`config.mk`:
```
export PLATFORM = sky130hd
export DESIGN_NAME = fptpu_fold
export DESIGN_NICKNAME = d
export VERILOG_FILES = /design/src/rtl/fptpu_pkg.sv /design/src/rtl/fptpu_fold.sv
export VERILOG_INCLUDE_DIRS = /design/src /design/src/rtl
export SDC_FILE = /design/constraint.sdc
export NUM_CORES = 1
export LEC_CHECK = 0
export ABC_AREA = 1
export BUFFER_PORTS_ARGS = -buffer_cell sky130_fd_sc_hd__buf_2
export CAP_MARGIN = 20
export CORE_ASPECT_RATIO = 0.9
export CORE_MARGIN = 3
export CORE_UTILIZATION = 40
export CTS_CLUSTER_SIZE = 24
export DETAILED_ROUTE_END_ITERATION = 6
export PLACE_DENSITY = 0.68
export SYNTH_ARGS = -nofsm -noshare
export SYNTH_HDL_FRONTEND = slang
export SYNTH_SLANG_ARGS = --single-unit
export TNS_END_PERCENT = 1
```
`constraint.sdc`:
```
create_clock -name clk -period 2.75 [get_ports clk]
set_clock_uncertainty 0.1 [all_clocks]
set_input_delay 0.55 -clock clk [delete_from_list [all_inputs] [get_ports clk]]
set_output_delay 0.55 -clock clk [all_outputs]
set_load 0.02 [all_outputs]
```
`src/rtl/fixed_point_trig_polynomial_unit_top_defines.svh`:
```
// Assertion macros shared by the trig polynomial unit RTL.
// Needs a clock named clk and an active-low reset named rst_n in scope.
`ifndef FIXED_POINT_TRIG_POLYNOMIAL_UNIT_TOP_DEFINES_SVH
`define FIXED_POINT_TRIG_POLYNOMIAL_UNIT_TOP_DEFINES_SVH

// Same-cycle implication
`define FPTPU_ASSERT_NOW(name, ante, cons, msg) \
    name: assert property (@(posedge clk) disable iff (!rst_n) (ante) |-> (cons)) \
        else $error(msg);

// Next-cycle implication
`define FPTPU_ASSERT_NEXT(name, ante, cons, msg) \
    name: assert property (@(posedge clk) disable iff (!rst_n) (ante) |=> (cons)) \
        else $error(msg);

`endif

```
`src/rtl/fptpu_pkg.sv`:
```
// Types, widths, angle constants and polynomial coefficients of the trig unit.
// No dependencies.
package fptpu_pkg;

    localparam int FRAC_BITS = 16;
    localparam int OP_W      = 2;
    localparam int X_W       = 20;
    localparam int SQ_W      = 24;
    localparam int LEAD_W    = 15;
    localparam int COEF_W    = 18;
    localparam int R1_W      = 21;
    localparam int R2_W      = 27;
    localparam int R3_W      = 30;
    localparam int R4_W      = 36;
    localparam int R5_W      = 39;
    localparam int VALUE_W   = 18;

    localparam logic [OP_W-1:0] OP_SIN  = 2'd0;
    localparam logic [OP_W-1:0] OP_COS  = 2'd1;
    localparam logic [OP_W-1:0] OP_TAN  = 2'd2;
    localparam logic [OP_W-1:0] OP_ATAN = 2'd3;

    localparam logic [1:0] STEP_A = 2'd0;
    localparam logic [1:0] STEP_B = 2'd1;
    localparam logic [1:0] STEP_C = 2'd2;
    localparam logic [1:0] STEP_D = 2'd3;

    localparam logic signed [X_W:0] FX_PI_HALF  = 21'sd102943;
    localparam logic signed [X_W:0] FX_PI       = 21'sd205887;
    localparam logic signed [X_W:0] FX_PI_3HALF = 21'sd308830;
    localparam logic signed [X_W:0] FX_TWO_PI   = 21'sd411774;

    localparam logic signed [VALUE_W-1:0] VALUE_MAX = 18'sd131071;
    localparam logic signed [VALUE_W-1:0] VALUE_MIN = -18'sd131072;

    typedef struct packed {
        logic [OP_W-1:0]        op;
        logic signed [X_W-1:0]  x;
        logic signed [SQ_W-1:0] sq;
        logic                   neg;
    } fptpu_side_t;

    function automatic logic signed [LEAD_W-1:0] lead_coef(input logic [OP_W-1:0] op);
        logic signed [LEAD_W-1:0] c;
        case (op)
            OP_SIN:  c = 15'sd498;
            OP_COS:  c = 15'sd2328;
            OP_TAN:  c = 15'sd13323;
            default: c = 15'sd1365;
        endcase
        return c;
    endfunction

    function automatic logic signed [COEF_W-1:0] add_coef(input logic [1:0] step,
                                                          input logic [OP_W-1:0] op);
        logic signed [COEF_W-1:0] c;
        case (step)
            STEP_A:
            begin
                case (op)
                    OP_SIN:  c = -18'sd10882;
                    OP_COS:  c = -18'sd32551;
                    OP_TAN:  c = 18'sd20810;
                    default: c = -18'sd5579;
                endcase
            end
            STEP_B:  c = (op == OP_ATAN) ? 18'sd11805 : 18'sd65536;
            STEP_C:  c = (op == OP_ATAN) ? -18'sd21646 : 18'sd0;
            default: c = (op == OP_ATAN) ? 18'sd65527 : 18'sd0;
        endcase
        return c;
    endfunction

endpackage

```
`src/rtl/fptpu_fold.sv`:
```
// Input register stage: folds sine and cosine angles into the first quadrant.
// Depends on fptpu_pkg and the assertion macro header.
`include "fixed_point_trig_polynomial_unit_top_defines.svh"

module fptpu_fold
    import fptpu_pkg::*;
(
    input  logic                  clk,
    input  logic                  rst_n,
    input  logic                  in_valid,
    output logic                  in_stall,
    input  logic [OP_W-1:0]       operation,
    input  logic signed [X_W-1:0] argument,
    output logic                  out_valid,
    input  logic                  out_stall,
    output fptpu_side_t           out_side
);

    logic          valid_reg;
    fptpu_side_t   side_reg;
    fptpu_side_t   side_next;
    logic signed [X_W:0] xw;
    logic          trig;

    always_comb
    begin
        xw   = (X_W+1)'(argument);
        trig = (operation == OP_SIN) || (operation == OP_COS);
        side_next.op  = operation;
        side_next.x   = argument;
        side_next.sq  = '0;
        side_next.neg = 1'b0;
        if (trig)
        begin
            if (xw > FX_PI_HALF && xw <= FX_PI)
            begin
                side_next.x   = X_W'(FX_PI - xw);
                side_next.neg = (operation == OP_COS);
            end
            else if (xw > FX_PI && xw <= FX_PI_3HALF)
            begin
                side_next.x   = X_W'(xw - FX_PI);
                side_next.neg = 1'b1;
            end
            else if (xw > FX_PI_3HALF)
            begin
                side_next.x   = X_W'(FX_TWO_PI - xw);
                side_next.neg = (operation == OP_SIN);
            end
        end
    end

    assign in_stall  = valid_reg && out_stall;
    assign out_valid = valid_reg;
    assign out_side  = side_reg;

    always_ff @(posedge clk or negedge rst_n)
    begin
        if (!rst_n)
        begin
            valid_reg <= 1'b0;
        end
        else if (!in_stall)
        begin
            valid_reg <= in_valid;
        end
    end

    always_ff @(posedge clk)
    begin
        if (!in_stall && in_valid)
        begin
            side_reg <= side_next;
        end
    end

    `FPTPU_ASSERT_NOW(a_fold_quadrant,
        valid_reg && (side_reg.op == OP_SIN || side_reg.op == OP_COS),
        (X_W+1)'(side_reg.x) <= FX_PI_HALF, "folded angle above pi/2")

endmodule

```
# Yosys cells after proc, flatten, opt, wreduce, memory -nomap -nowiden

Cells that the tools add are included.

Output and inout port bits: 49
Logic and storage cells: 27
Bits of input ports: 26
Bits in registers: 24

Equality and inequality tests: 1
Magnitude comparators: 5
Reduce and logical (&&, ||, !) cells: 7
$add $sub $neg: 3
Mux-type cells: 7

Operator list:

| kind                   | count |
|---|---|
| $mux 20                | 4 |
| $gt 20x18->1 const B   | 1 |
| $gt 20x19->1 const B   | 1 |
| $gt 20x20->1 const B   | 1 |
| $le 20x19->1 const B   | 1 |
| $le 20x20->1 const B   | 1 |
| $sub 19x20->20 const A | 1 |
| $sub 20x19->20 const B | 1 |
| $sub 20x20->20 const A | 1 |
| $logic_and 1x1->1      | 4 |
| $mux 1                 | 3 |
| $eq 2x1->1 const B     | 1 |
| $logic_not 2->1        | 1 |
| $logic_not 1->1        | 1 |
| $logic_or 1x1->1       | 1 |

# Logic depth before layout (Yosys ltp)

Depth after elaboration: 5
Mapped depth: 18
Mapped depth without buffers: 17

# Least setup slack after synthesis

Ideal clock, no wire load.

Path kind: in2reg
From: in argument[7]
To: reg side_reg, in the netlist out_side[28] (data pin)
Data arrival time: 2.073 ns
Required time: 2.398 ns
Slack: 0.324 ns
Setup time: 0.252 ns
Buffers on the path: 1
Stages on the path: 15
Cells stage by stage: clkinv_1 > ha_1 > nand2_1 > nand2_1 > nand3_1 > nand2_1 > nand2_1 > nand3_2 > nand2_4 > nand2_2 > buf_4 > o211ai_1 > nand2_1 > nand2_1 > nand2_1

RTL lines:

| item                 | RTL line         | source |
|---|---|---|
| from (decl)          | fptpu_fold.sv:13 | `input logic signed [X_W-1:0] argument,` |
| to (signal assigned) | fptpu_fold.sv:73 | `side_reg <= side_next;` |
| to (decl)            | fptpu_fold.sv:20 | `fptpu_side_t side_reg;` |

==> reports/qor.yml <==
finish:
  syn2layout_area_growth_pct: 19.17
  drive_gt1_share_pct: 22.38
  mostFrequentLayoutCell: "nand2_1"
  fillCellCount: 745
  stdcell_count: 653
  mostFrequentLayoutCells: "164 x nand2_1, 59 x nor2_1, 56 x nand3_1, 50 x buf_2, 43 x buf_4"
  finalNetCount: 595
  diodes: 0
power:
  clockPowerShare_pct: 21.3
  seqPwrFrac_pct: 37.6
  p_int_uw: 720.7
  p_sw_uw: 449.5
  p_leak_uw: 0.001761
  irDropWorstVdd_mv: 0.1094
  cellPowerDensity_nw_per_um2: 336.5
  combPwrFrac_pct: 41.1
  switching_share_pct: 38.41
  power_uw: 1170
clock_network:
  cts_max_level: 1
  clkTransAtPathRegs_ps: 90
  cts_root_buffer: "clkbuf_8"
  cts.path.max_buffers: 2
  cts_tree: "done"
  clkSinkCount: 24
  clock_latency_ps: 270
  post-cts-setup-buffers: 0
  numCtsBuffers: 3
route:
  wire_per_inst_um: 15.16
  vias: 3408
  dr.pass1.iters: 5
  drcViolationCount: 0
  first_iter_violations: 356
  routed_wl_um: 9901
  viasPerCell: 5.219
  ant_nets: 0
yosys:
  synthCells: 484
  synthSimpleGateAreaFrac_pct: 47.47
  ys_types: 33
  avgSynthCellArea_um2: 6.029
  syn-cell-area_um2: 2918
  synth_mux_area_share_pct: 0
  synth_top_family_by_area: "simple AND/OR/NAND/NOR gates"
  synth-adder-area-share_pct: 2.144
  synth_xor_xnor_area_share_pct: 1.501
  synth_compound_area_share_pct: 7.504
  yosysWarnings: 0
  seq_area_frac_synth_pct: 24.53
  synth.ff_latch_count: 24
critical_path:
  start_kind: "primary input"
  worstPathRequired_ps: 2690
  cp_cell_sequence: "buf_2 -> clkinv_1 -> ha_1 -> nand3_1 -> nor2_1 -> nand4_1 -> nand3_1 -> nor2_4 -> buf_4 -> nand2_1 -> nand2_1 -> nand3_1 -> nand2_1 -> inv_1"
  crit_path_top_delay_cell: "ha_1"
  crit_arrival_ps: 2400
  worst-path-buf-inv: 4
  slowest_delay_ps: 300
  cp_max_fo: 6
  crit_family: "simple AND/OR/NAND/NOR gates"
  crit_path_end_kind: "flip-flop"
  path_class: "in2reg"
placement:
  place_inst: 648
  numPortBuffers: 50
  place_hpwl_um: 8103
  place.gp.congestion: 1.043
global_route:
  grt_pass1_vias: 3027
  antenna_found_initial: 0
  grt_start_max_net_pins: 30
  grt_pass1_wl_um: 15260
  overflow: 0
  grtUsageTotal_pct: 23.74
die:
  core_area_um2: 6832
  start_util_pct: 42.71
  die_x_um: 96.03
  die_h_um: 87.03
  dieArea_um2: 8357
  ios: 75
  row_count: 28
timing:
  post-route-min-period_ps: 2461
  hold_viol: 0
  finalSetupViolCount: 0
  drv_slew: 0
  timing.final.crit_share_pct: 89.48
  fin_setup_tns_ps: 0
  fmax_mhz: 406.4
  rsz0062_at_grt: "no"
run:
  maxCapViolCount: 0
status:
  run_status: "completed"
min_path:
  worstHoldPathType: "in2reg"
## cells in the mapped netlist
cell	number	share of area, %
buf_2	6	1.0
o21ai_1	4	0.69
xor2_1	5	1.5
edfxtp_1	23	24
clkinv_1	2	0.26
nor3_1	10	1.7
buf_4	31	8.0
a41oi_1	1	0.30
nor2_1	60	7.7
nand4_4	1	0.73
o21ai_0	16	2.7
o211ai_1	1	0.26
nor2_2	7	1.5
conb_1	1	0.13
clkbuf_1	4	0.51
nand3_1	56	9.6
dfrtp_1	1	0.86
o21ai_2	2	0.60
nand3b_1	2	0.51
nor2_4	1	0.39
a21oi_1	7	1.2
o21bai_1	1	0.26
inv_2	8	1.0
nand2_2	2	0.43
nand3_2	3	1.0
a21oi_2	2	0.60
nand2_1	164	21
nand4_1	11	2.4
inv_1	40	5.1
a31oi_1	4	0.86
nand2_4	1	0.39
ha_1	5	2.1
buf_6	2	0.77
## logic make-up after synthesis
| group | count (synthesis) |
|---|---|
| AO/OA/AOI/OAI | 38 |
| XOR/XNOR | 5 |
| buffers and inverters | 93 |
| AND/OR/NAND/NOR | 318 |
| flip-flops | 24 |
| other | 1 |
| adder cells (fa/ha/maj) | 5 |
## worst reg2reg max path, cell delays in order, from the launching register on
cell     delay [ps]
dfrtp_1         390
nand2_1          90
inv_1            60
nor2_2           70
buf_4           310
## cell type report
cell class	count	area, um^2	share of cell area (%)
multi-input combinational	390	1803	51.85
sequential	24	715.7	20.58
timing repair buffer	95	603.1	17.34
inverter	50	187.7	5.398
tap	90	112.6	3.239
clock buffer	4	55.05	1.583
## sequential cells by signal (all words and copies together), names as in the netlist
name	cells
out_valid	1
out_side	23
## power groups by stage
stage / sequential (uW) / combinational, uW / clock (uW)
finish: 440 / 481 / 249
global route: 443 / 530 / 274
detailed placement: 449 / 472 / 0
global placement: 448 / 471 / 0
floorplan: 484 / 297 / 0
CTS: 440 / 474 / 258
## final timing paths
| kind | from | slack [ps] | depth (start not counted) | end |
|---|---|---|---|---|
| hold reg to reg | out_valid | 420 | 2 | out_valid |
| setup / recovery | argument[7] | 290 | 14 | out_side[37] |
| min in group asynchronous | rst_n | 480 | 2 | out_valid |
| max in group asynchronous | rst_n | 1990 | 2 | out_valid |
| setup reg to reg | out_valid | 1410 | 4 | out_side[33] |
| hold / removal | operation[0] | 390 | 1 | out_side[45] |
## layer usage
| layer | track usage (%) | wire length (um) | vias up |
|---|---|---|---|
| li1 | - | - | 1661 |
| met1 | 35.52 | 4612 | 1522 |
| met2 | 35.55 | 4134 | 207 |
| met3 | 3.284 | 997 | 18 |
| met4 | 5.814 | 156 | 0 |
| met5 | 0 | 0 | - |
## per-stage QoR
step           utilization [%]  hold slack, ps  area, um^2  setup slack [ps]
4_1_cts                  50.90           385.8        3477             354.5
5_1_grt                  50.90           375.7        3477             120.5
2_1_floorplan                -           154.4        3004             324.3
3_5_place_dp             49.95           228.0        3412             67.60
6_report                 50.90           386.7        3477             289.4
3_3_place_gp             49.95           224.1        3412             62.04
## repair_timing
item	4_1_cts	5_1_grt
hold buffers	1	0
endpoints found under the setup margin	0	0
endpoints found under the hold margin	1	0
gates resized for setup	0	0
No activity file was read; power rests on OpenSTA's default activity.
