`src/rtl/fixed_point_trig_polynomial_unit_top_defines.svh`:
```
// Assertion macros shared by the trig polynomial unit RTL.
// Needs a clock named clk and an active-low reset named rst_n in scope.
`ifndef FIXED_POINT_TRIG_POLYNOMIAL_UNIT_TOP_DEFINES_SVH
`define FIXED_POINT_TRIG_POLYNOMIAL_UNIT_TOP_DEFINES_SVH

// Same-cycle implication
`define FPTPU_ASSERT_NOW(name, ante, cons, msg) \
    name: assert property (@(posedge clk) disable iff (!rst_n) (ante) |-> (cons)) \
        else $error(msg);

// Next-cycle implication
`define FPTPU_ASSERT_NEXT(name, ante, cons, msg) \
    name: assert property (@(posedge clk) disable iff (!rst_n) (ante) |=> (cons)) \
        else $error(msg);

`endif

```
`src/rtl/fptpu_pkg.sv`:
```
// Types, widths, angle constants and polynomial coefficients of the trig unit.
// No dependencies.
package fptpu_pkg;

    localparam int FRAC_BITS = 16;
    localparam int OP_W      = 2;
    localparam int X_W       = 20;
    localparam int SQ_W      = 24;
    localparam int LEAD_W    = 15;
    localparam int COEF_W    = 18;
    localparam int R1_W      = 21;
    localparam int R2_W      = 27;
    localparam int R3_W      = 30;
    localparam int R4_W      = 36;
    localparam int R5_W      = 39;
    localparam int VALUE_W   = 18;

    localparam logic [OP_W-1:0] OP_SIN  = 2'd0;
    localparam logic [OP_W-1:0] OP_COS  = 2'd1;
    localparam logic [OP_W-1:0] OP_TAN  = 2'd2;
    localparam logic [OP_W-1:0] OP_ATAN = 2'd3;

    localparam logic [1:0] STEP_A = 2'd0;
    localparam logic [1:0] STEP_B = 2'd1;
    localparam logic [1:0] STEP_C = 2'd2;
    localparam logic [1:0] STEP_D = 2'd3;

    localparam logic signed [X_W:0] FX_PI_HALF  = 21'sd102943;
    localparam logic signed [X_W:0] FX_PI       = 21'sd205887;
    localparam logic signed [X_W:0] FX_PI_3HALF = 21'sd308830;
    localparam logic signed [X_W:0] FX_TWO_PI   = 21'sd411774;

    localparam logic signed [VALUE_W-1:0] VALUE_MAX = 18'sd131071;
    localparam logic signed [VALUE_W-1:0] VALUE_MIN = -18'sd131072;

    typedef struct packed {
        logic [OP_W-1:0]        op;
        logic signed [X_W-1:0]  x;
        logic signed [SQ_W-1:0] sq;
        logic                   neg;
    } fptpu_side_t;

    function automatic logic signed [LEAD_W-1:0] lead_coef(input logic [OP_W-1:0] op);
        logic signed [LEAD_W-1:0] c;
        case (op)
            OP_SIN:  c = 15'sd498;
            OP_COS:  c = 15'sd2328;
            OP_TAN:  c = 15'sd13323;
            default: c = 15'sd1365;
        endcase
        return c;
    endfunction

    function automatic logic signed [COEF_W-1:0] add_coef(input logic [1:0] step,
                                                          input logic [OP_W-1:0] op);
        logic signed [COEF_W-1:0] c;
        case (step)
            STEP_A:
            begin
                case (op)
                    OP_SIN:  c = -18'sd10882;
                    OP_COS:  c = -18'sd32551;
                    OP_TAN:  c = 18'sd20810;
                    default: c = -18'sd5579;
                endcase
            end
            STEP_B:  c = (op == OP_ATAN) ? 18'sd11805 : 18'sd65536;
            STEP_C:  c = (op == OP_ATAN) ? -18'sd21646 : 18'sd0;
            default: c = (op == OP_ATAN) ? 18'sd65527 : 18'sd0;
        endcase
        return c;
    endfunction

endpackage

```
`src/rtl/fptpu_step.sv`:
```
// One Horner register stage: r * m shifted right by 16, plus a coefficient.
// A bypassed word passes r unchanged. Depends on fptpu_pkg and the macro header.
`include "fixed_point_trig_polynomial_unit_top_defines.svh"

module fptpu_step
    import fptpu_pkg::*;
#(
    parameter int RW_IN  = 20,
    parameter int RW_OUT = 24,
    parameter int MW     = 20
)
(
    input  logic                     clk,
    input  logic                     rst_n,
    input  logic                     in_valid,
    output logic                     in_stall,
    input  fptpu_side_t              in_side,
    input  logic signed [RW_IN-1:0]  in_r,
    input  logic signed [MW-1:0]     in_m,
    input  logic signed [COEF_W-1:0] in_coef,
    input  logic                     in_bypass,
    output logic                     out_valid,
    input  logic                     out_stall,
    output fptpu_side_t              out_side,
    output logic signed [RW_OUT-1:0] out_r
);

    localparam int PW = RW_IN + MW;

    logic                     valid_reg;
    fptpu_side_t              side_reg;
    logic signed [RW_OUT-1:0] r_reg;
    logic signed [RW_OUT-1:0] r_next;
    logic signed [PW-1:0]     prod;
    logic signed [PW-1:0]     sum;

    always_comb
    begin
        prod   = PW'(in_r) * PW'(in_m);
        sum    = (prod >>> FRAC_BITS) + PW'(in_coef);
        r_next = in_bypass ? RW_OUT'(in_r) : RW_OUT'(sum);
    end

    assign in_stall  = valid_reg && out_stall;
    assign out_valid = valid_reg;
    assign out_side  = side_reg;
    assign out_r     = r_reg;

    always_ff @(posedge clk or negedge rst_n)
    begin
        if (!rst_n)
        begin
            valid_reg <= 1'b0;
        end
        else if (!in_stall)
        begin
            valid_reg <= in_valid;
        end
    end

    always_ff @(posedge clk)
    begin
        if (!in_stall && in_valid)
        begin
            side_reg <= in_side;
            r_reg    <= r_next;
        end
    end

    `FPTPU_ASSERT_NEXT(a_step_bypass,
        in_valid && !in_stall && in_bypass,
        out_valid && out_r == RW_OUT'($past(in_r)), "bypassed word altered")

endmodule

```
`config.mk`:
```
export PLATFORM = sky130hd
export DESIGN_NAME = fptpu_step
export DESIGN_NICKNAME = d
export VERILOG_FILES = /design/src/rtl/fptpu_pkg.sv /design/src/rtl/fptpu_step.sv
export VERILOG_INCLUDE_DIRS = /design/src /design/src/rtl
export SDC_FILE = /design/constraint.sdc
export NUM_CORES = 1
export LEC_CHECK = 0
export BUFFER_PORTS_ARGS = -buffer_cell sky130_fd_sc_hd__buf_4
export CORE_ASPECT_RATIO = 0.5
export CORE_MARGIN = 5
export CORE_UTILIZATION = 40
export CTS_BUF_LIST = sky130_fd_sc_hd__clkbuf_4 sky130_fd_sc_hd__clkbuf_8 sky130_fd_sc_hd__clkbuf_16
export DETAILED_ROUTE_END_ITERATION = 10
export SLEW_MARGIN = 20
export SYNTH_ARGS = -nofsm -noshare
export SYNTH_HDL_FRONTEND = slang
export SYNTH_SLANG_ARGS = --single-unit
```
`constraint.sdc`:
```
create_clock -name clk -period 11.9 [get_ports clk]
set_input_delay 2.38 -clock clk [delete_from_list [all_inputs] [get_ports clk]]
set_output_delay 2.38 -clock clk [all_outputs]
set_load 0.02 [all_outputs]
```
## After elaboration in Yosys (flattened, before gate mapping)

Cells that the tools add are included.

| cells by class | value |
|---|---|
| bitwise logic cells | 0 |
| $mul | 1 |
| shift-type cells | 0 |
| add/subtract/negate cells | 1 |
| equality and inequality tests | 0 |
| mux-type cells | 1 |
| order comparisons | 0 |
| reduce and logical (&&, ||, !) cells | 3 |
| div/mod/pow operators | 0 |

Operators with widths:

| operator | count |
|---|---|
| 20-bit by 20-bit multiplier with 40-bit output | 1 |
| 24-bit by 18-bit adder with 24-bit output | 1 |
| 24-bit 2-to-1 mux | 1 |
| 1-bit logical AND | 2 |
| 1-bit zero test | 1 |

| storage, ports and cells | value |
|---|---|
| logic and storage cells | 12 |
| flip-flop bits (word level) | 72 |
| memory bits (writable) | 0 |
| latch bits | 0 |
| memories | 0 |
| input port bits | 110 |
| memory bits (read-only) | 0 |
| output and inout port bits | 73 |

## Longest topological paths before layout

Gate-level depths: netlist of the first run.

| depth | value |
|---|---|
| depth in word-level cells | 3 |
| depth in mapped cells | 36 |

## Least setup slack after synthesis of the first run

Ideal clock, no wire load.

| path | value |
|---|---|
| kind | input to register |
| start point | in in_r[19] |
| end point | reg r_reg[23], in the netlist out_r[23], data pin |
| data arrival time | 9998 ps |
| setup time | 268 ps |
| setup slack | 1633 ps |
| stages | 31 |
| data required time | 11632 ps |
| cells stage by stage | clkbuf_1 nand2_1 inv_1 fa_1 fa_1 fa_1 inv_1 fa_1 inv_1 fa_1 inv_1 fa_1 fa_1 inv_1 ha_1 a21o_1 a21o_1 a21oi_1 o21ai_0 nor3_1 a211oi_2 o31ai_2 nor2b_1 xnor2_1 ha_1 and3_1 a211o_1 a21oi_1 xnor2_1 and3_1 o31ai_2 |

| between the ends | value |
|---|---|
| word-level cells in the longest chain between the ends | 3 |

RTL lines:

| element | RTL line | RTL |
|---|---|---|
| start, declared | fptpu_step.sv:18 | `input logic signed [RW_IN-1:0] in_r,` |
| 20-bit by 20-bit multiplier with 40-bit output | fptpu_step.sv:39 | `prod = PW'(in_r) * PW'(in_m);` |
| 24-bit by 18-bit adder with 24-bit output | fptpu_step.sv:40 | `sum = (prod >>> FRAC_BITS) + PW'(in_coef);` |
| 24-bit 2-to-1 mux (*) | fptpu_step.sv:41 | `r_next = in_bypass ? RW_OUT'(in_r) : RW_OUT'(sum);` |
| via r_next[23] | fptpu_step.sv:33 | `logic signed [RW_OUT-1:0] r_next;` |
| end signal, assigned | fptpu_step.sv:66 | `r_reg <= r_next;` |
| end, declared | fptpu_step.sv:32 | `logic signed [RW_OUT-1:0] r_reg;` |

The timed path passes the listed nets; every way through them passes the cells marked *.
A chain may end at the register's enable or synchronous reset.

## Worst setup path after layout of the first run

Ends and elaborated chain as after synthesis.

==> impl_metrics.tcl, run 1 <==
set metrics [dict create \
    cts_buffers 9 \
    slew-limit-headroom_pct 45.2 \
    pin_count 183 \
    rsz0062_at_grt "false" \
    die-area_sq_um 50000 \
    finalHoldViolations 0 \
    criticalPathCategory "primary input to register" \
    synth_nets 2496 \
    area_delta_synth_final_pct 11.8 \
    grt_overflow 0 \
    timing.final.crit_share_pct 89.7 \
    worst_setup_path_start_kind "primary input" \
    start_util_pct 40.3 \
    outcome "complete, no violations" \
    route.detailed.drc 0 \
    grt_pass1_vias 14000 \
    r2r-start "out_valid$_DFFE_PN0N_" \
    clk_pin_slew_ns 0.06 \
    cp_max_fo 23 \
    wire_per_inst_um 16.8 \
    min_from "out_valid$_DFFE_PN0N_" \
    dpl.hpwl_um 35100 \
    drt_iter0_drc 530 \
    multi_input_area_sq_um 14000 \
    arrival_ns 10.75 \
    clock_path_buffers 2 \
    cts_hold_buf 0 \
    synth_top_family_by_area "adder cells" \
    endpoint_kind "register" \
    synthTopCellsByArea "fa_1 (46%), edfxtp_1 (12%), inv_1 (9.1%)" \
    synth_xor_area_share_pct 2.61 \
    fin_nets 2608 \
    syn_inst 1836 \
    vias 12300 \
    avgSynthCellArea_sq_um 9.88 \
    dieHeight_um 161 \
    io_buffers 182 \
    grt_pass1_wl_um 72800 \
    ys.warnings.count 0 \
    synth-simple-area-share_pct 14.1 \
    crit_top_cell "fa_1" \
    die_w_um 311 \
    htree_num_levels 3 \
    synth-compound-area-share_pct 5.01 \
    synth_area_sq_um 18100 \
    dr.pass1.iters 5 \
    synthAdderAreaFrac_pct 55.3 \
    hold_path_class "register to register" \
    antenna_found_initial 2 \
    clk_latency_ns 0.34 \
    report.final.setup_viol 0 \
    cts_root_buffer "clkbuf_16" \
    final_antenna_net_count 0 \
    fmaxAchievable_mhz 93.7 \
    finalClockSkew_ns 0.00579 \
    vias_per_cell 4.83 \
    cap_violations 0 \
    cts_setup_buffers 0 \
    setup_tns_ns 0 \
    synth_ff_type "edfxtp_1" \
    mostFrequentLayoutCells "inv_1 (441), fa_1 (420), and2_1 (219)" \
    cp_slowest_stage_delay_ns 0.82 \
    layout_commonest_cell "inv_1" \
    crit_required_ns 11.97 \
    yosys-mux-area-fraction_pct 0.207 \
    synthArstFlopShare_pct 1.39 \
    core_region_area_sq_um 45000 \
    tightest_slew_ns 0.821 \
    ys_seq_area_share_pct 11.9 \
    grt_max_degree 44 \
    slew_violations 0 \
    synth_top_area_cell "fa_1" \
    ff_latch_area_sq_um 2160 \
    synth.distinct_cells 58 \
    ctsResizeCount 0 \
    fill_cells 4377 \
    synth_top_area_share_pct 46.4 \
    drive_above_1_share_pct 11.3 \
    slowest_stage "fa_1" \
    cts_tree "yes" \
    cts_sinks 72 \
    layout_min_cycle_time_ns 10.67 \
    wl_um 42900 \
    synth-edff-count 71 \
    grt_usage_pct 18.0 \
    ys_ff_latch 72 \
    crit_start "in_r[19]" \
    rows 55 \
    finalWeightedCongestion 0.834 \
]
## synthesized netlist by cell type (8+ instances only)
| cell type | count |
|---|---|
| fa_1 | 420 |
| a21oi_1 | 32 |
| nand2b_1 | 8 |
| nand2_1 | 194 |
| o21ai_0 | 28 |
| xnor2_1 | 32 |
| nor2_1 | 37 |
| a21o_1 | 21 |
| clkbuf_1 | 81 |
| inv_1 | 441 |
| nor3_1 | 10 |
| nand4_1 | 9 |
| xor2_1 | 22 |
| edfxtp_1 | 71 |
| and2_1 | 219 |
| ha_1 | 130 |
## kinds of logic (layout without fill, tap and decap cells)
kind of cell	after synthesis	count (layout)
adder cells (fa/ha/maj)	550	550
multiplexers	3	3
XOR/XNOR	54	54
other	0	1
AND/OR/NAND/NOR	499	499
buffers and inverters	524	641
flip-flops	72	72
AO/OA/AOI/OAI	134	134
## metal layers
layer | vias up | global-route usage, % | wire length (um)
met1 | 6383 | 22.2 | 17500
li1 | 5659 | - | -
met4 | 0 | 4.84 | 1280
met5 | - | 0 | 0
met3 | 70 | 1.52 | 1090
met2 | 206 | 34.3 | 23000
## final cells by class
| type | instances | share of cell area, % |
|---|---|---|
| Antenna cell | 1 | 0.0123 |
| Clock buffer | 9 | 1.11 |
| Clock inverter | 7 | 0.469 |
| Inverter | 441 | 8.16 |
| Multi-Input combinational cell | 1240 | 69.1 |
| Sequential cell | 72 | 10.6 |
| Tap cell | 598 | 3.69 |
| Timing Repair Buffer | 184 | 6.81 |
## critical path: cells and delay by family
kind,cells,cell delay (ns)
adder cells (fa/ha/maj),9,4.71
AO/OA/AOI/OAI,9,1.59
AND/OR/NAND/NOR,5,1.04
buffers and inverters,6,0.67
XOR/XNOR,2,0.34
## through the flow
stage / hold slack [ns] / setup slack (ns) / area [sq um] / util (%) / std cells
finish: 0.717 / 1.23 / 20300 / 45.1 / 2552
global route: 0.789 / 0.604 / 20300 / 45.1 / 2552
CTS: 0.721 / 1.22 / 20300 / 45.1 / 2551
detailed placement: 0.708 / 0.906 / 20000 / 44.3 / 2535
global placement: 0.696 / 1.03 / 20000 / 44.3 / 2535
floorplan: 0.899 / 1.63 / 18100 / - / 1836
## registers in the layout, summed over array words and instances, names as in the netlist
register,cells
out_valid,1
out_r,24
out_side,47
## path summary, 6_finish.rpt
| path | to | slack (ns) | cells past startpoint |
|---|---|---|---|
| worst min-delay path | out_valid$_DFFE_PN0N_ | 0.72 | 2 |
| worst min register to register | out_valid$_DFFE_PN0N_ | 0.72 | 2 |
| worst max-delay path | out_r[23]$_DFFE_PP_ | 1.23 | 31 |
| max in group asynchronous | out_valid$_DFFE_PN0N_ | 10.02 | 1 |
| min in group asynchronous | out_valid$_DFFE_PN0N_ | 1.80 | 1 |
| worst max register to register | out_r[21]$_DFFE_PP_ | 9.64 | 3 |
Power of run 1 is not shown: default switching activity piles up to over one toggle a cycle in this logic, so the estimate is an artifact.
==> inputs of run 2 (changes only) <==
--- a/config.mk
+++ b/config.mk
@@ -12,6 +12,7 @@
 export CORE_UTILIZATION = 40
 export CTS_BUF_LIST = sky130_fd_sc_hd__clkbuf_4 sky130_fd_sc_hd__clkbuf_8 sky130_fd_sc_hd__clkbuf_16
 export DETAILED_ROUTE_END_ITERATION = 10
+export PLACE_DENSITY_LB_ADDON = 0.1
 export SLEW_MARGIN = 20
 export SYNTH_ARGS = -nofsm -noshare
 export SYNTH_HDL_FRONTEND = slang
==> impl_metrics.tcl, run 2 (synthesized netlist as in run 1, its figures left out) <==
set metrics [dict create \
    outcome "complete, no violations" \
    vias_per_cell 4.79 \
    crit_top_cell "fa_1" \
    clock_path_buffers 2 \
    dieHeight_um 161 \
    cts_root_buffer "clkbuf_16" \
    mostFrequentLayoutCells "inv_1 (441), fa_1 (420), and2_1 (219)" \
    worst_setup_path_start_kind "primary input" \
    drive_above_1_share_pct 11.4 \
    clk_latency_ns 0.35 \
    drt_iter0_drc 528 \
    cts_buffers 9 \
    grt_pass1_vias 14100 \
    cap_violations 0 \
    report.final.setup_viol 0 \
    die-area_sq_um 50000 \
    layout_commonest_cell "inv_1" \
    slowest_stage "fa_1" \
    final_antenna_net_count 0 \
    finalClockSkew_ns 0.0128 \
    crit_required_ns 11.99 \
    setup_tns_ns 0 \
    clk_pin_slew_ns 0.07 \
    ctsResizeCount 0 \
    slew_violations 0 \
    io_buffers 182 \
    slew-limit-headroom_pct 37.8 \
    criticalPathCategory "primary input to register" \
    cp_max_fo 21 \
    vias 12200 \
    arrival_ns 10.81 \
    start_util_pct 40.3 \
    grt_usage_pct 19.2 \
    critPathBufInv 7 \
    fmaxAchievable_mhz 93.3 \
    die_w_um 311 \
    tightest_slew_ns 0.933 \
    endpoint_kind "register" \
    timing.final.crit_share_pct 90.1 \
    fin_nets 2608 \
    grt_pass1_wl_um 75600 \
    pin_count 183 \
    fill_cells 4405 \
    ff_latch_area_sq_um 2160 \
    cts_hold_buf 0 \
    rows 55 \
    cts_setup_buffers 0 \
    htree_num_levels 3 \
    cts_sinks 72 \
    wl_um 45000 \
    antenna_found_initial 2 \
    hold_path_class "register to register" \
    wire_per_inst_um 17.6 \
    grt_max_degree 72 \
    multi_input_area_sq_um 14000 \
    dpl.hpwl_um 36700 \
    route.detailed.drc 0 \
    cts_tree "yes" \
    grt_overflow 0 \
    area_delta_synth_final_pct 11.7 \
    cp_slowest_stage_delay_ns 0.54 \
    dr.pass1.iters 5 \
    finalHoldViolations 0 \
    largest_reg_flops 47 \
    finalWeightedCongestion 0.796 \
    layout_min_cycle_time_ns 10.72 \
    rsz0062_at_grt "false" \
    core_region_area_sq_um 45000 \
    path_delay_family "adder cells" \
]
-- run 2: changes by cell type in the layout (fill, tap and decap cells not counted) --
cell	change
inv_6	+2
inv_8	+1
clkinv_4	-1
clkinv_2	-1
diode_2	+2
bufinv_16	-2
clkinvlp_4	+2
clkinv_1	-1
-- run 2: path summary, 6_finish.rpt --
path	slack (ns)	depth (start not counted)	start	end
worst max-delay path	1.18	35	in_r[9]	out_r[23]$_DFFE_PP_
worst min-delay path	0.71	2	out_valid$_DFFE_PN0N_	out_valid$_DFFE_PN0N_
worst max register to register	10.07	3	out_valid$_DFFE_PN0N_	out_r[15]$_DFFE_PP_
worst min register to register	0.71	2	out_valid$_DFFE_PN0N_	out_valid$_DFFE_PN0N_
max in group asynchronous	10.04	1	rst_n	out_valid$_DFFE_PN0N_
min in group asynchronous	1.78	1	rst_n	out_valid$_DFFE_PN0N_
-- run 2: per-stage QoR --
| stage | cells | cell area (sq um) | worst slack, ns | hold WS [ns] | util, % |
|---|---|---|---|---|---|
| final | 2554 | 20300 | 1.18 | 0.711 | 45.0 |
| after floorplan | 1836 | 18100 | 1.63 | 0.899 | - |
| after global routing | 2552 | 20200 | 0.652 | 0.755 | 45.0 |
| after detailed placement | 2535 | 20000 | 0.834 | 0.694 | 44.3 |
| after CTS | 2551 | 20200 | 1.18 | 0.710 | 45.0 |
| after global placement | 2535 | 20000 | 0.960 | 0.693 | 44.3 |
-- run 2: metal layers --
layer | share of wire (%) | track usage (%) | vias up
met3 | 3.1 | 3.06 | 37
met5 | 0 | 0 | -
met1 | 42 | 23.5 | 6361
met2 | 53 | 36.1 | 176
li1 | - | - | 5657
met4 | 1.9 | 3.86 | 0
-- run 2: area by class of cell --
type / count / area share, %
Timing Repair Buffer: 184 / 6.82
Antenna cell: 3 / 0.0371
Multi-Input combinational cell: 1240 / 69.2
Sequential cell: 72 / 10.7
Tap cell: 598 / 3.69
Clock inverter: 7 / 0.303
Clock buffer: 9 / 1.11
Inverter: 441 / 8.17
-- run 2: worst reg2reg max path, delay by kind of cell, from the launching register on --
family	cells	cell delay (ns)
buffers and inverters	1	0.69
and+or+nand+nor	2	0.31
DFF	1	0.38
Power of run 2 is left out for the same reason.
