File: src/rtl/fixed_point_trig_polynomial_unit_top_defines.svh
// Assertion macros shared by the trig polynomial unit RTL.
// Needs a clock named clk and an active-low reset named rst_n in scope.
`ifndef FIXED_POINT_TRIG_POLYNOMIAL_UNIT_TOP_DEFINES_SVH
`define FIXED_POINT_TRIG_POLYNOMIAL_UNIT_TOP_DEFINES_SVH

// Same-cycle implication
`define FPTPU_ASSERT_NOW(name, ante, cons, msg) \
    name: assert property (@(posedge clk) disable iff (!rst_n) (ante) |-> (cons)) \
        else $error(msg);

// Next-cycle implication
`define FPTPU_ASSERT_NEXT(name, ante, cons, msg) \
    name: assert property (@(posedge clk) disable iff (!rst_n) (ante) |=> (cons)) \
        else $error(msg);

`endif

File: src/rtl/fptpu_pkg.sv
// Types, widths, angle constants and polynomial coefficients of the trig unit.
// No dependencies.
package fptpu_pkg;

    localparam int FRAC_BITS = 16;
    localparam int OP_W      = 2;
    localparam int X_W       = 20;
    localparam int SQ_W      = 24;
    localparam int LEAD_W    = 15;
    localparam int COEF_W    = 18;
    localparam int R1_W      = 21;
    localparam int R2_W      = 27;
    localparam int R3_W      = 30;
    localparam int R4_W      = 36;
    localparam int R5_W      = 39;
    localparam int VALUE_W   = 18;

    localparam logic [OP_W-1:0] OP_SIN  = 2'd0;
    localparam logic [OP_W-1:0] OP_COS  = 2'd1;
    localparam logic [OP_W-1:0] OP_TAN  = 2'd2;
    localparam logic [OP_W-1:0] OP_ATAN = 2'd3;

    localparam logic [1:0] STEP_A = 2'd0;
    localparam logic [1:0] STEP_B = 2'd1;
    localparam logic [1:0] STEP_C = 2'd2;
    localparam logic [1:0] STEP_D = 2'd3;

    localparam logic signed [X_W:0] FX_PI_HALF  = 21'sd102943;
    localparam logic signed [X_W:0] FX_PI       = 21'sd205887;
    localparam logic signed [X_W:0] FX_PI_3HALF = 21'sd308830;
    localparam logic signed [X_W:0] FX_TWO_PI   = 21'sd411774;

    localparam logic signed [VALUE_W-1:0] VALUE_MAX = 18'sd131071;
    localparam logic signed [VALUE_W-1:0] VALUE_MIN = -18'sd131072;

    typedef struct packed {
        logic [OP_W-1:0]        op;
        logic signed [X_W-1:0]  x;
        logic signed [SQ_W-1:0] sq;
        logic                   neg;
    } fptpu_side_t;

    function automatic logic signed [LEAD_W-1:0] lead_coef(input logic [OP_W-1:0] op);
        logic signed [LEAD_W-1:0] c;
        case (op)
            OP_SIN:  c = 15'sd498;
            OP_COS:  c = 15'sd2328;
            OP_TAN:  c = 15'sd13323;
            default: c = 15'sd1365;
        endcase
        return c;
    endfunction

    function automatic logic signed [COEF_W-1:0] add_coef(input logic [1:0] step,
                                                          input logic [OP_W-1:0] op);
        logic signed [COEF_W-1:0] c;
        case (step)
            STEP_A:
            begin
                case (op)
                    OP_SIN:  c = -18'sd10882;
                    OP_COS:  c = -18'sd32551;
                    OP_TAN:  c = 18'sd20810;
                    default: c = -18'sd5579;
                endcase
            end
            STEP_B:  c = (op == OP_ATAN) ? 18'sd11805 : 18'sd65536;
            STEP_C:  c = (op == OP_ATAN) ? -18'sd21646 : 18'sd0;
            default: c = (op == OP_ATAN) ? 18'sd65527 : 18'sd0;
        endcase
        return c;
    endfunction

endpackage

File: src/rtl/fptpu_out.sv
// Output register stage: applies the quadrant sign and saturates to 18 bits.
// Depends on fptpu_pkg.
module fptpu_out
    import fptpu_pkg::*;
(
    input  logic                      clk,
    input  logic                      rst_n,
    input  logic                      in_valid,
    output logic                      in_stall,
    input  logic signed [R5_W-1:0]    in_r,
    input  logic                      in_neg,
    output logic                      out_valid,
    input  logic                      out_stall,
    output logic signed [VALUE_W-1:0] out_value
);

    localparam logic signed [R5_W:0] SAT_HI = (R5_W+1)'(VALUE_MAX);
    localparam logic signed [R5_W:0] SAT_LO = (R5_W+1)'(VALUE_MIN);

    logic                      valid_reg;
    logic signed [VALUE_W-1:0] value_reg;
    logic signed [VALUE_W-1:0] value_next;
    logic signed [R5_W:0]      mag;
    logic signed [R5_W:0]      signed_r;

    always_comb
    begin
        mag      = (R5_W+1)'(in_r);
        signed_r = in_neg ? -mag : mag;
        if (signed_r > SAT_HI)
        begin
            value_next = VALUE_MAX;
        end
        else if (signed_r < SAT_LO)
        begin
            value_next = VALUE_MIN;
        end
        else
        begin
            value_next = VALUE_W'(signed_r);
        end
    end

    assign in_stall  = valid_reg && out_stall;
    assign out_valid = valid_reg;
    assign out_value = value_reg;

    always_ff @(posedge clk or negedge rst_n)
    begin
        if (!rst_n)
        begin
            valid_reg <= 1'b0;
        end
        else if (!in_stall)
        begin
            valid_reg <= in_valid;
        end
    end

    always_ff @(posedge clk)
    begin
        if (!in_stall && in_valid)
        begin
            value_reg <= value_next;
        end
    end

endmodule

File: config.mk
export PLATFORM = sky130hd
export DESIGN_NAME = fptpu_out
export DESIGN_NICKNAME = d
export VERILOG_FILES = /design/src/rtl/fixed_point_trig_polynomial_unit_top_defines.svh /design/src/rtl/fptpu_pkg.sv /design/src/rtl/fptpu_out.sv
export SDC_FILE = /design/constraint.sdc
export NUM_CORES = 1
export LEC_CHECK = 0
export BUFFER_PORTS_ARGS = -buffer_cell sky130_fd_sc_hd__buf_2
export CORE_MARGIN = 2
export CORE_UTILIZATION = 53
export DETAILED_ROUTE_END_ITERATION = 6
export PLACE_DENSITY = 0.93
export SETUP_SLACK_MARGIN = 0.2
export SLEW_MARGIN = 0
export SYNTH_ARGS = -nofsm -noshare
export SYNTH_HDL_FRONTEND = slang
export SYNTH_SLANG_ARGS = --single-unit
export TNS_END_PERCENT = 30
File: constraint.sdc
create_clock -name clk -period 2.2 [get_ports clk]
set_clock_uncertainty 0.1 [all_clocks]
set_input_delay 0.22 -clock clk [delete_from_list [all_inputs] [get_ports clk]]
set_output_delay 0.22 -clock clk [all_outputs]
set_load 0.01 [all_outputs]
# Yosys cells after proc, flatten, opt, wreduce, memory -nomap -nowiden
# Index checks and enable logic that the tools add are counted.
[word_totals] reg_bits=19 input_bits=44 output_inout_bits=20 word_cells=10
[op_classes] n_addsub=1 n_lt_le_gt_ge=2 n_mux=2 reduce_logical=3
[ops] cell="$gt A40 B18 Y1 const B" count=1
[ops] cell="$lt A40 B18 Y1 const B" count=1
[ops] cell="$mux W40" count=1
[ops] cell="$neg A39 Y40" count=1
[ops] cell="$mux W18" count=1
[ops] cell="$logic_and A1 B1 Y1" count=2
[ops] cell="$logic_not A1 Y1" count=1

# Logic depth before layout (Yosys ltp)
# Gate-level depths: netlist of run 1.
[logic_depth] ltp_word=4 ltp_mapped=12 mapped_depth_nobuf=10

# Worst setup path after synthesis of run 1
# No wires, ideal clock.
[synth_timing] path_type="input to register" startpoint="input in_r[0]" endpoint="register value_reg[0], in the netlist out_value[0] (data pin)" setup_ns=0.258 arrival_ns=2.956 t_required_ns=1.842 path_slack_ns=-1.114 stages=12 path_buffers=2 path_cell_list="inv_1 ha_1 nor4b_1 nand3_1 or3_1 buf_2 or4b_1 a211oi_1 o22a_1 a41o_1 buf_4 o21ai_2"
[synth_between] elab_chain_len=4 word_cells_on_any_way=5 cone_classes="1 x add/sub; 2 x order compare; 2 x mux"
[synth_rtl] item="start: declaration" line_no="fptpu_out.sv:10" source="input logic signed [R5_W-1:0] in_r,"
[synth_rtl] item="$neg A39 Y40" line_no="fptpu_out.sv:29" source="signed_r = in_neg ? -mag : mag;"
[synth_rtl] item="$mux W40 (*)" line_no="fptpu_out.sv:29"
[synth_rtl] item="$lt A40 B18 Y1" line_no="fptpu_out.sv:34" source="else if (signed_r < SAT_LO)"
[synth_rtl] item="$mux W18" line_no="fptpu_out.sv:34"
[synth_rtl] item="end signal: assignment" line_no="fptpu_out.sv:64" source="value_reg <= value_next;"
[synth_rtl] item="end: declaration" line_no="fptpu_out.sv:21" source="logic signed [VALUE_W-1:0] value_reg;"
# Mark *: on every way between the ends. The rest lies on a longest branch, timed or not.
# A chain may end at the register's enable or synchronous reset.

# Final worst setup path of run 1
[layout_timing] startpoint="input in_r[10]" endpoint="register value_reg[8], in the netlist out_value[8] (data pin)"
# The elaborated chain is that of the path after synthesis.

==> qor.txt, run 1 <==
outcome -> finished with violations
failing checks -> design-rule violations, negative setup slack
layout net count -> 491
DR WL met3 -> 2.13 mm
CP delay by family, top -> simple AND/OR/NAND/NOR gates
drt pass-1 iters -> 7
maxcap violations -> 0
Leak Pwr -> 0.00157 uW
M1 WL -> 3.94 mm
Post-synth EDFFs -> 18
min Tclk post-route -> 3250 ps
PnR worst setup slack -> -1050 ps
drt wl/cell -> 26.9 um
CP Buf/Inv Count -> 4
highest routed layer -> met4
fillcell total -> 145
Chip Width -> 69.9 um
worst hold start -> in_valid
flop-to-flop setup slack -> 730 ps
Tcrit/Tclk final -> 148%
Crit. End Element -> register
antenna violations before repair -> 0
CP Class -> in -> reg
count of cell types in the netlist -> 66
worst reg2reg path endpoint -> out_value[11]$_SDFFCE_PN1P_
GR Overflow Total -> 0
Iteration-0 DRC Markers -> 1211
Final ANT Viol Nets -> 0
total power -> 1310 uW
starting density of the core -> 56.2%
max-slew violations -> 0
# rows -> 23
H-Tree Level Count -> 1
final core utilization -> 92.2%
most frequent cells in the layout -> 110 x buf_4, 58 x buf_2, 21 x nor2_1, 18 x edfxtp_1
GRT Total Usage -> 41.4%
WP data required -> 2120 ps
YS warnings -> 0
WP data arrival -> 3170 ps
clk_lat worst skew -> 280 ps
number of I/O pins -> 64
Worst Hold Path Cells -> 2
dpl hpwl -> 7.28 mm
via-per-instance ratio -> 7.78
CTS buffer count -> 3
Core ar. -> 4090 um^2
CTS clk-pin slew, worst paths -> 100 ps
CTS tree -> yes
fraction of layout cells with a size suffix above 1 -> 51.9%
Worst Reg-to-Reg Cells -> 3
CTS root buf -> clkbuf_8
largest net degree at the start of global routing -> 19
clock sinks -> 19
Die Y-Extent -> 69.9 um
Final setup viols -> 18
Peak Freq -> 308 MHz
CP Cell Sequence -> buf_8 > or4_4 > nor4_4 > buf_4 > nand4_1 > buf_4 > nor3_1 > o21ai_0 > a21boi_1 > a41o_4 > buf_12 > o21ai_1
path type of the worst min-delay path -> in -> reg
CP Launch Type -> primary input
Mapped Cells -> 280
Synth Net Count -> 325
syn avg cell area -> 8.21 um^2
power per standard cell area -> 348 nW/um^2
Reg2Reg Launch Point -> out_valid$_DFFE_PN0N_
first-pass GRT wire length -> 16.1 mm
relative slew slack -> 51.5%
antenna diode count -> 0
Min-Delay Endpoint -> out_valid$_DFFE_PN0N_
Post-synth ARST share -> 5.26%
most area-consuming cells after synthesis -> edfxtp_1 24%, xor2_1 6.5%, o21ai_0 5.4%, nor3_1 3.9%, o21ai_2 3.8%
area delta synth->final -> 63.9%
Routability Congestion -> 1.06
Clock Tree Buf Depth -> 2
number of global-route vias before repair -> 3343
CP max stage delay -> 580 ps
CP max stage cell -> or4_4
Slew @ Worst Pin -> 718 ps
die area -> 4880 um^2
biggest area consumer among synthesized cells -> edfxtp_1
Synth top area share -> 23.5%
most common cell after layout, fill and taps aside -> buf_4
unrepaired setup endpoints after global routing -> yes
via count -> 3852
Max rail drop VDD -> 0.322 mV
Final Hold Viols -> 0
flops & latches, synth -> 19
Residual DRC -> 220
Post-Syn Area -> 2300 um^2
met2 WL -> 5.39 mm
I/O Buffers -> 63
post-synthesis sequential area ratio -> 24.6%
crit-path max FO -> 9
DRT Wirelength -> 13.3 mm
most frequent CP cell -> buf_4
Most used DFF post-synth -> edfxtp_1
sequential cells by signal (all words and copies together), names as in the netlist:
| signal | count |
|---|---|
| out_valid | 1 |
| out_value | 18 |
layer usage:
| layer | global-route usage, % | up-vias |
|---|---|---|
| met5 | 0 | - |
| met1 | 47.3 | 1630 |
| met4 | 30.6 | 0 |
| met3 | 7.50 | 235 |
| met2 | 68.5 | 554 |
| li1 | - | 1433 |
logic make-up after synthesis:
family,Yosys count,synth area share (%)
simple gates,121,31.7
compound gates,89,28.5
buf+inv,25,5.06
xor+xnor,24,9.15
flops,19,24.6
mux,1,0.436
fa+ha+maj,1,0.544
worst register-to-register path, cell delays in order (launching register included):
cell     delay, ps
dfrtp_1        400
and2_1         220
nor2b_1        130
buf_4          280
synthesized netlist by cell type, types with 2 or more instances:
cell and n:
o21ai_0 25, nor2_1 22, edfxtp_1 18, nor3_1 18, xor2_1 17, nand2_1 15, nand4_1 11, a21oi_1 10
clkbuf_1 10, o21ai_2 10, inv_1 8, or3_1 8, nand3_1 7, xnor2_1 7, nor4_1 6, o31ai_1 6
a211oi_1 4, or2_2 4, or4_1 4, a41o_1 3, and4_1 3, buf_2 3, nand2b_1 3, o41ai_1 3
a211o_1 2, a21boi_0 2, a31oi_1 2, a32o_1 2, and2_1 2, buf_6 2, nor4_2 2, nor4_4 2
nor4b_1 2, o22a_1 2, o22ai_1 2, or4_4 2, or4b_1 2
final cells by class:
cell class | instances | area (um^2) | share of cell area [%]
multi-input combinational | 236 | 1800 | 47.8
timing repair buffer | 177 | 1260 | 33.5
sequential | 19 | 566 | 15.0
tap | 50 | 62.6 | 1.66
clock buffer | 4 | 45.0 | 1.20
inverter | 9 | 33.8 | 0.897
per-stage QoR:
| step | TNS [ps] | area, um^2 | std cells | hold WS [ps] | setup WS (ps) |
|---|---|---|---|---|---|
| 3_3_place_gp | -19920 | 3450 | 480 | -106 | -1170 |
| 2_1_floorplan | -13760 | 2370 | 280 | -176 | -861 |
| 4_1_cts | -13100 | 3600 | 487 | 113 | -795 |
| 5_1_grt | -18150 | 3770 | 495 | 140 | -1090 |
| 3_5_place_dp | -21270 | 3450 | 480 | -103 | -1280 |
| 6_report | -17280 | 3770 | 495 | 124 | -1050 |
report_power, final:
| part | leakage (uW) | switching [uW] | internal, uW |
|---|---|---|---|
| clock network | 0.0000228 | 150 | 130 |
| logic | 0.00137 | 344 | 249 |
| registers | 0.000175 | 9.10 | 428 |
| total | 0.00157 | 503 | 807 |
how the worst max path moves through the flow:
| stage | start | end | slack (ps) | depth (start not counted) |
|---|---|---|---|---|
| 2_1_floorplan | in_r[3] | out_value[2]$_SDFFCE_PN1P_ | -860 | 10 |
| 3_3_place_gp | in_r[7] | out_value[6]$_SDFFCE_PN1P_ | -1170 | 10 |
| 3_5_place_dp | in_r[7] | out_value[4]$_SDFFCE_PN1P_ | -1280 | 10 |
| 4_1_cts | in_r[3] | out_value[3]$_SDFFCE_PN1P_ | -800 | 10 |
| 5_1_grt | in_r[8] | out_value[3]$_SDFFCE_PN1P_ | -1090 | 10 |
| 6_report | in_r[10] | out_value[8]$_SDFFCE_PN1P_ | -1050 | 12 |
timing repair:
item,in CTS,in global routing
pin swaps,6,7
hold endpoints to repair,1,0
hold buffers,1,0
gates cloned,0,1
resized for setup,21,26
setup buffers,2,7
endpoints found under the setup margin,18,18
Power figures use the tool's default switching activity.
==> run 2: changes to the inputs <==
Settings changed: CELL_PAD_IN_SITES_DETAIL_PLACEMENT set to 0, CELL_PAD_IN_SITES_GLOBAL_PLACEMENT set to 1, CORE_MARGIN 2 to 4, CORE_UTILIZATION 53 to 39, PLACE_DENSITY 0.93 to 0.94.
==> run 2 against run 1 <==
Compared with the run above: the run ends with negative setup slack left; register-to-register slack improved by 140 ps; cell count increased by 2.4%; global-route usage decreased by 20 points; wire length decreased by 40%; hold slack got worse by 41 ps; combinational power decreased by 18%; non-clock buffer count decreased by 10; sequential share of layout area increased by 0.51 points; critical path type unchanged; largest cell class unchanged; highest routed layer unchanged.
==> qor.txt, run 2 (synthesized netlist as in run 1, its figures left out) <==
outcome -> finished with violations
failing checks -> negative setup slack
Reg2Reg Launch Point -> out_valid$_DFFE_PN0N_
GRT Total Usage -> 21.8%
Core ar. -> 5610 um^2
PnR worst setup slack -> -940 ps
drt pass-1 iters -> 5
GR Overflow Total -> 0
area delta synth->final -> 58.5%
CTS root buf -> clkbuf_8
Register Area -> 566 um^2
# rows -> 27
Final Instance Area -> 3640 um^2
Tcrit/Tclk final -> 143%
crit path to -> out_value[9]$_SDFFCE_PN1P_
most common cell after layout, fill and taps aside -> buf_4
drt wl/cell -> 15.8 um
final std cells w/o fill -> 507
number of I/O pins -> 64
Peak Freq -> 318 MHz
Gate power share -> 42.3%
CTS clk-pin slew, worst paths -> 60 ps
Psw -> 363 uW
WP data arrival -> 3040 ps
unrepaired setup endpoints after global routing -> yes
Routability Congestion -> 1.06
CP Launch Type -> primary input
via-per-instance ratio -> 5.81
Die Y-Extent -> 84.8 um
Worst Reg-to-Reg Cells -> 3
Worst Hold Path Cells -> 2
starting density of the core -> 41.0%
largest net degree at the start of global routing -> 19
antenna diode count -> 0
Chip Width -> 84.8 um
clock share of power -> 20.1%
I/O Buffers -> 63
max-slew violations -> 0
min Tclk post-route -> 3140 ps
Iteration-0 DRC Markers -> 162
Reg power frac -> 37.6%
CTS buffer count -> 3
path type of the worst min-delay path -> in -> reg
crit-path max FO -> 17
most frequent cells in the layout -> 98 x buf_4, 61 x buf_2, 21 x nor2_1, 18 x edfxtp_1
dpl hpwl -> 6.66 mm
worst reg2reg path endpoint -> out_value[13]$_SDFFCE_PN1P_
die area -> 7190 um^2
Max rail drop VDD -> 0.352 mV
relative slew slack -> 72.5%
H-Tree Level Count -> 1
max reg flops -> 18
DRT Wirelength -> 8.01 mm
WP data required -> 2100 ps
Clock Tree Buf Depth -> 2
Final setup viols -> 17
CTS tree -> yes
layout net count -> 481
Leak Pwr -> 0.00149 uW
dpl cells -> 502
Crit. End Element -> register
crit path launch -> in_r[7]
number of global-route vias before repair -> 2799
via count -> 2947
Final ANT Viol Nets -> 0
Sw Share -> 31.5%
flop-to-flop setup slack -> 870 ps
clock sinks -> 19
Final Hold Viols -> 0
Slew @ Worst Pin -> 407 ps
Internal -> 790 uW
footprint of the multi-input gates -> 1740 um^2
antenna violations before repair -> 0
fraction of layout cells with a size suffix above 1 -> 48.5%
fillcell total -> 479
Residual DRC -> 0
first-pass GRT wire length -> 13.0 mm
maxcap violations -> 0
clk_lat worst skew -> 250 ps
power per standard cell area -> 316 nW/um^2
CP Class -> in -> reg
placed inst area -> 3490 um^2
==> run 2: cell count changes in the layout (fill, tap and decap cells not counted), sizes merged <==
cell    previous run  this run
buf              175       166
clkbuf             5         4
==> run 2: stage by stage <==
stage                     TNS (ps)  hold WS (ps)  worst slack (ps)  utilization [%]  power (uW)
after floorplan             -13760          -176              -861                -         655
after global placement      -22000          -106             -1290             62.3         894
after detailed placement    -21800          -101             -1310             62.3         905
after CTS                   -14260          76.8              -865             63.9        1150
after global routing        -16230          81.3              -976             64.9        1210
final                       -15440          82.1              -940             64.9        1150
==> run 2: worst min-delay path by stage <==
stage / startpoint / to / slack [ps]
5_1_grt: in_valid / out_valid$_DFFE_PN0N_ / 80
3_5_place_dp: rst_n / out_valid$_DFFE_PN0N_ / -100
2_1_floorplan: rst_n / out_valid$_DFFE_PN0N_ / -180
6_report: in_valid / out_valid$_DFFE_PN0N_ / 80
3_3_place_gp: rst_n / out_valid$_DFFE_PN0N_ / -110
4_1_cts: in_valid / out_valid$_DFFE_PN0N_ / 80
==> run 2: repair_timing <==
item,in CTS,in global routing
gates resized for setup,11,18
buffers inserted,0,0
hold endpoints to repair,1,0
setup endpoints to repair,18,18
cloned,0,0
pin swaps,6,6
hold buffers,1,0
==> run 2: power by group through the flow <==
| stage | combinational, uW | clock (uW) | sequential (uW) |
|---|---|---|---|
| after detailed placement | 463 | 0 | 441 |
| after global routing | 526 | 249 | 436 |
| after floorplan | 200 | 0 | 455 |
| after global placement | 454 | 0 | 439 |
| after CTS | 473 | 239 | 434 |
| final | 487 | 232 | 433 |
==> run 2: final cells by class <==
cell class / instances / area share (%)
Timing Repair Buffer: 167 / 32.1
Inverter: 9 / 0.928
Multi-Input combinational cell: 236 / 47.8
Clock buffer: 4 / 1.24
Tap cell: 72 / 2.47
Sequential cell: 19 / 15.5
==> run 2: worst max-delay path, stage by stage <==
cell and delay, ps:
buf_8 100, or4_4 570, or4_4 600, or3_1 390, a21oi_2 130, o22ai_1 110
nor4_2 380, a41o_1 280, buf_12 170, o21ai_0 90
==> run 2: metal layers <==
| layer | track usage [%] | up-vias | part of all wire, % |
|---|---|---|---|
| met1 | 27.6 | 1377 | 41 |
| met3 | 1.67 | 21 | 7.2 |
| met2 | 39.3 | 141 | 49 |
| met4 | 6.33 | 0 | 2.0 |
| met5 | 0 | - | 0 |
| li1 | - | 1408 | - |
==> run 3: changes to the inputs <==
==> constraint.sdc (replaced) <==
create_clock -name clk -period 2.2 [get_ports clk]
set_clock_uncertainty 0.1 [all_clocks]
set_input_delay 0.44 -clock clk [delete_from_list [all_inputs] [get_ports clk]]
set_output_delay 0.44 -clock clk [all_outputs]
set_load 0.01 [all_outputs]
==> run 3 against run 2 <==
Compared with the run above: the flow still finishes with violations (negative setup slack); register-to-register slack better by 30 ps; via count is 1.3% higher; global-route usage is 0.21 points higher; fmax is 5.0% lower.
==> qor.txt, run 3 (synthesized netlist as in run 1, its figures left out) <==
layout net count -> 492
flop-to-flop setup slack -> 900 ps
Final ANT Viol Nets -> 0
Register Area -> 566 um^2
relative slew slack -> 66.1%
worst reg2reg path endpoint -> out_value[9]$_SDFFCE_PN1P_
via-per-instance ratio -> 5.76
final core utilization -> 66.7%
crit path to -> out_value[10]$_SDFFCE_PN1P_
dpl hpwl -> 6.68 mm
outcome -> finished with violations
Crit. End Element -> register
GR Overflow Total -> 0
final std cells w/o fill -> 518
path type of the worst min-delay path -> in -> reg
Tcrit/Tclk final -> 150%
Leak Pwr -> 0.00154 uW
# rows -> 27
Final Hold Viols -> 0
Clock Tree Buf Depth -> 2
CTS clk-pin slew, worst paths -> 60 ps
dpl cells -> 506
H-Tree Level Count -> 1
crit-path max FO -> 8
fraction of layout cells with a size suffix above 1 -> 51.1%
PnR worst setup slack -> -1100 ps
final hold slack -> 290 ps
most frequent CP cell -> or4_4
starting density of the core -> 41.0%
number of I/O pins -> 64
Die Y-Extent -> 84.8 um
crit path launch -> in_r[3]
CTS root buf -> clkbuf_8
antenna diode count -> 0
number of global-route vias before repair -> 2777
largest net degree at the start of global routing -> 19
Worst Reg-to-Reg Cells -> 3
Reg2Reg Launch Point -> out_valid$_DFFE_PN0N_
DRT Wirelength -> 8.42 mm
fillcell total -> 462
max-slew violations -> 0
drt wl/cell -> 16.2 um
clock sinks -> 19
via count -> 2985
maxcap violations -> 0
antenna violations before repair -> 0
Iteration-0 DRC Markers -> 250
CP delay by family, top -> simple AND/OR/NAND/NOR gates
clk_lat worst skew -> 250 ps
CP max stage cell -> or4_4
Core ar. -> 5610 um^2
CP Cell Sequence -> buf_6 > or4_4 > or4_4 > or3_1 > a21oi_1 > o22ai_1 > nor4_2 > a41o_2 > clkbuf_16 > o21ai_2
most frequent cells in the layout -> 107 x buf_4, 63 x buf_2, 22 x nor2_1, 18 x edfxtp_1
Slew @ Worst Pin -> 505 ps
die area -> 7190 um^2
setup_tns -> -18650 ps
footprint of the multi-input gates -> 1760 um^2
Max rail drop VDD -> 0.483 mV
CTS buffer count -> 3
WP data required -> 2110 ps
unrepaired setup endpoints after global routing -> yes
Residual DRC -> 0
CP Class -> in -> reg
CTS tree -> yes
first-pass GRT wire length -> 13.1 mm
GRT Total Usage -> 22.0%
WP data arrival -> 3210 ps
failing checks -> negative setup slack
min Tclk post-route -> 3300 ps
CP Buf/Inv Count -> 2
drt pass-1 iters -> 5
max reg flops -> 18
CP Launch Type -> primary input
CP max stage delay -> 590 ps
Peak Freq -> 303 MHz
Final setup viols -> 18
area delta synth->final -> 62.8%
Chip Width -> 84.8 um
I/O Buffers -> 63
Routability Congestion -> 1.02
Crit path depth -> 10
most common cell after layout, fill and taps aside -> buf_4
power per standard cell area -> 315 nW/um^2
## run 3: worst min-delay path by stage
| stage | startpoint | end | slack [ps] | depth (start not counted) |
|---|---|---|---|---|
| after detailed placement | rst_n | out_valid$_DFFE_PN0N_ | 120 | 1 |
| after global routing | in_valid | out_valid$_DFFE_PN0N_ | 300 | 2 |
| after global placement | rst_n | out_valid$_DFFE_PN0N_ | 110 | 1 |
| after CTS | in_valid | out_valid$_DFFE_PN0N_ | 290 | 2 |
| after floorplan | rst_n | out_valid$_DFFE_PN0N_ | 40 | 0 |
| final | in_valid | out_valid$_DFFE_PN0N_ | 290 | 2 |
## run 3: through the flow
step	worst slack (ps)	power, uW	instance area, um^2
2_1_floorplan	-1080	655	2370
3_3_place_gp	-1490	894	3510
3_5_place_dp	-1530	908	3510
4_1_cts	-1080	1150	3600
5_1_grt	-1180	1230	3740
6_report	-1100	1180	3740
## run 3: what timing repair did
| item | in CTS | in global routing |
|---|---|---|
| setup endpoints to repair | 18 | 18 |
| setup buffers | 0 | 5 |
| pin swaps | 5 | 5 |
| cloned | 0 | 2 |
| hold buffers | 1 | 0 |
| endpoints found under the hold margin | 1 | 0 |
| resized for setup | 15 | 18 |
## run 3: power by group
group | switching, uW | internal [uW] | total (uW)
Sequential | 4.30 | 428 | 432
Clock | 107 | 129 | 236
Combinational | 267 | 243 | 510
Total | 379 | 799 | 1180
## run 3: worst reg2reg max path, cell delays in order, from the launching register on
cell     delay (ps)
dfrtp_1         360
and2_1          170
nor2b_1         100
buf_4           250
## run 3: cell type report
type / instances / share of cell area, %
sequential: 19 / 15.1
inverter: 9 / 0.903
multi-input combinational: 236 / 47.0
tap: 72 / 2.41
clock buffer: 4 / 1.20
timing repair buffer: 178 / 33.3
## run 3: routing by layer
| layer | wire length (um) | global-route usage, % | vias to the layer above | part of all wire, % |
|---|---|---|---|---|
| met5 | 0 | 0 | - | 0 |
| met4 | 253 | 8.06 | 0 | 3.0 |
| met3 | 648 | 2.26 | 20 | 7.7 |
| met2 | 4200 | 38.4 | 152 | 50 |
| met1 | 3310 | 27.9 | 1375 | 39 |
| li1 | - | - | 1438 | - |
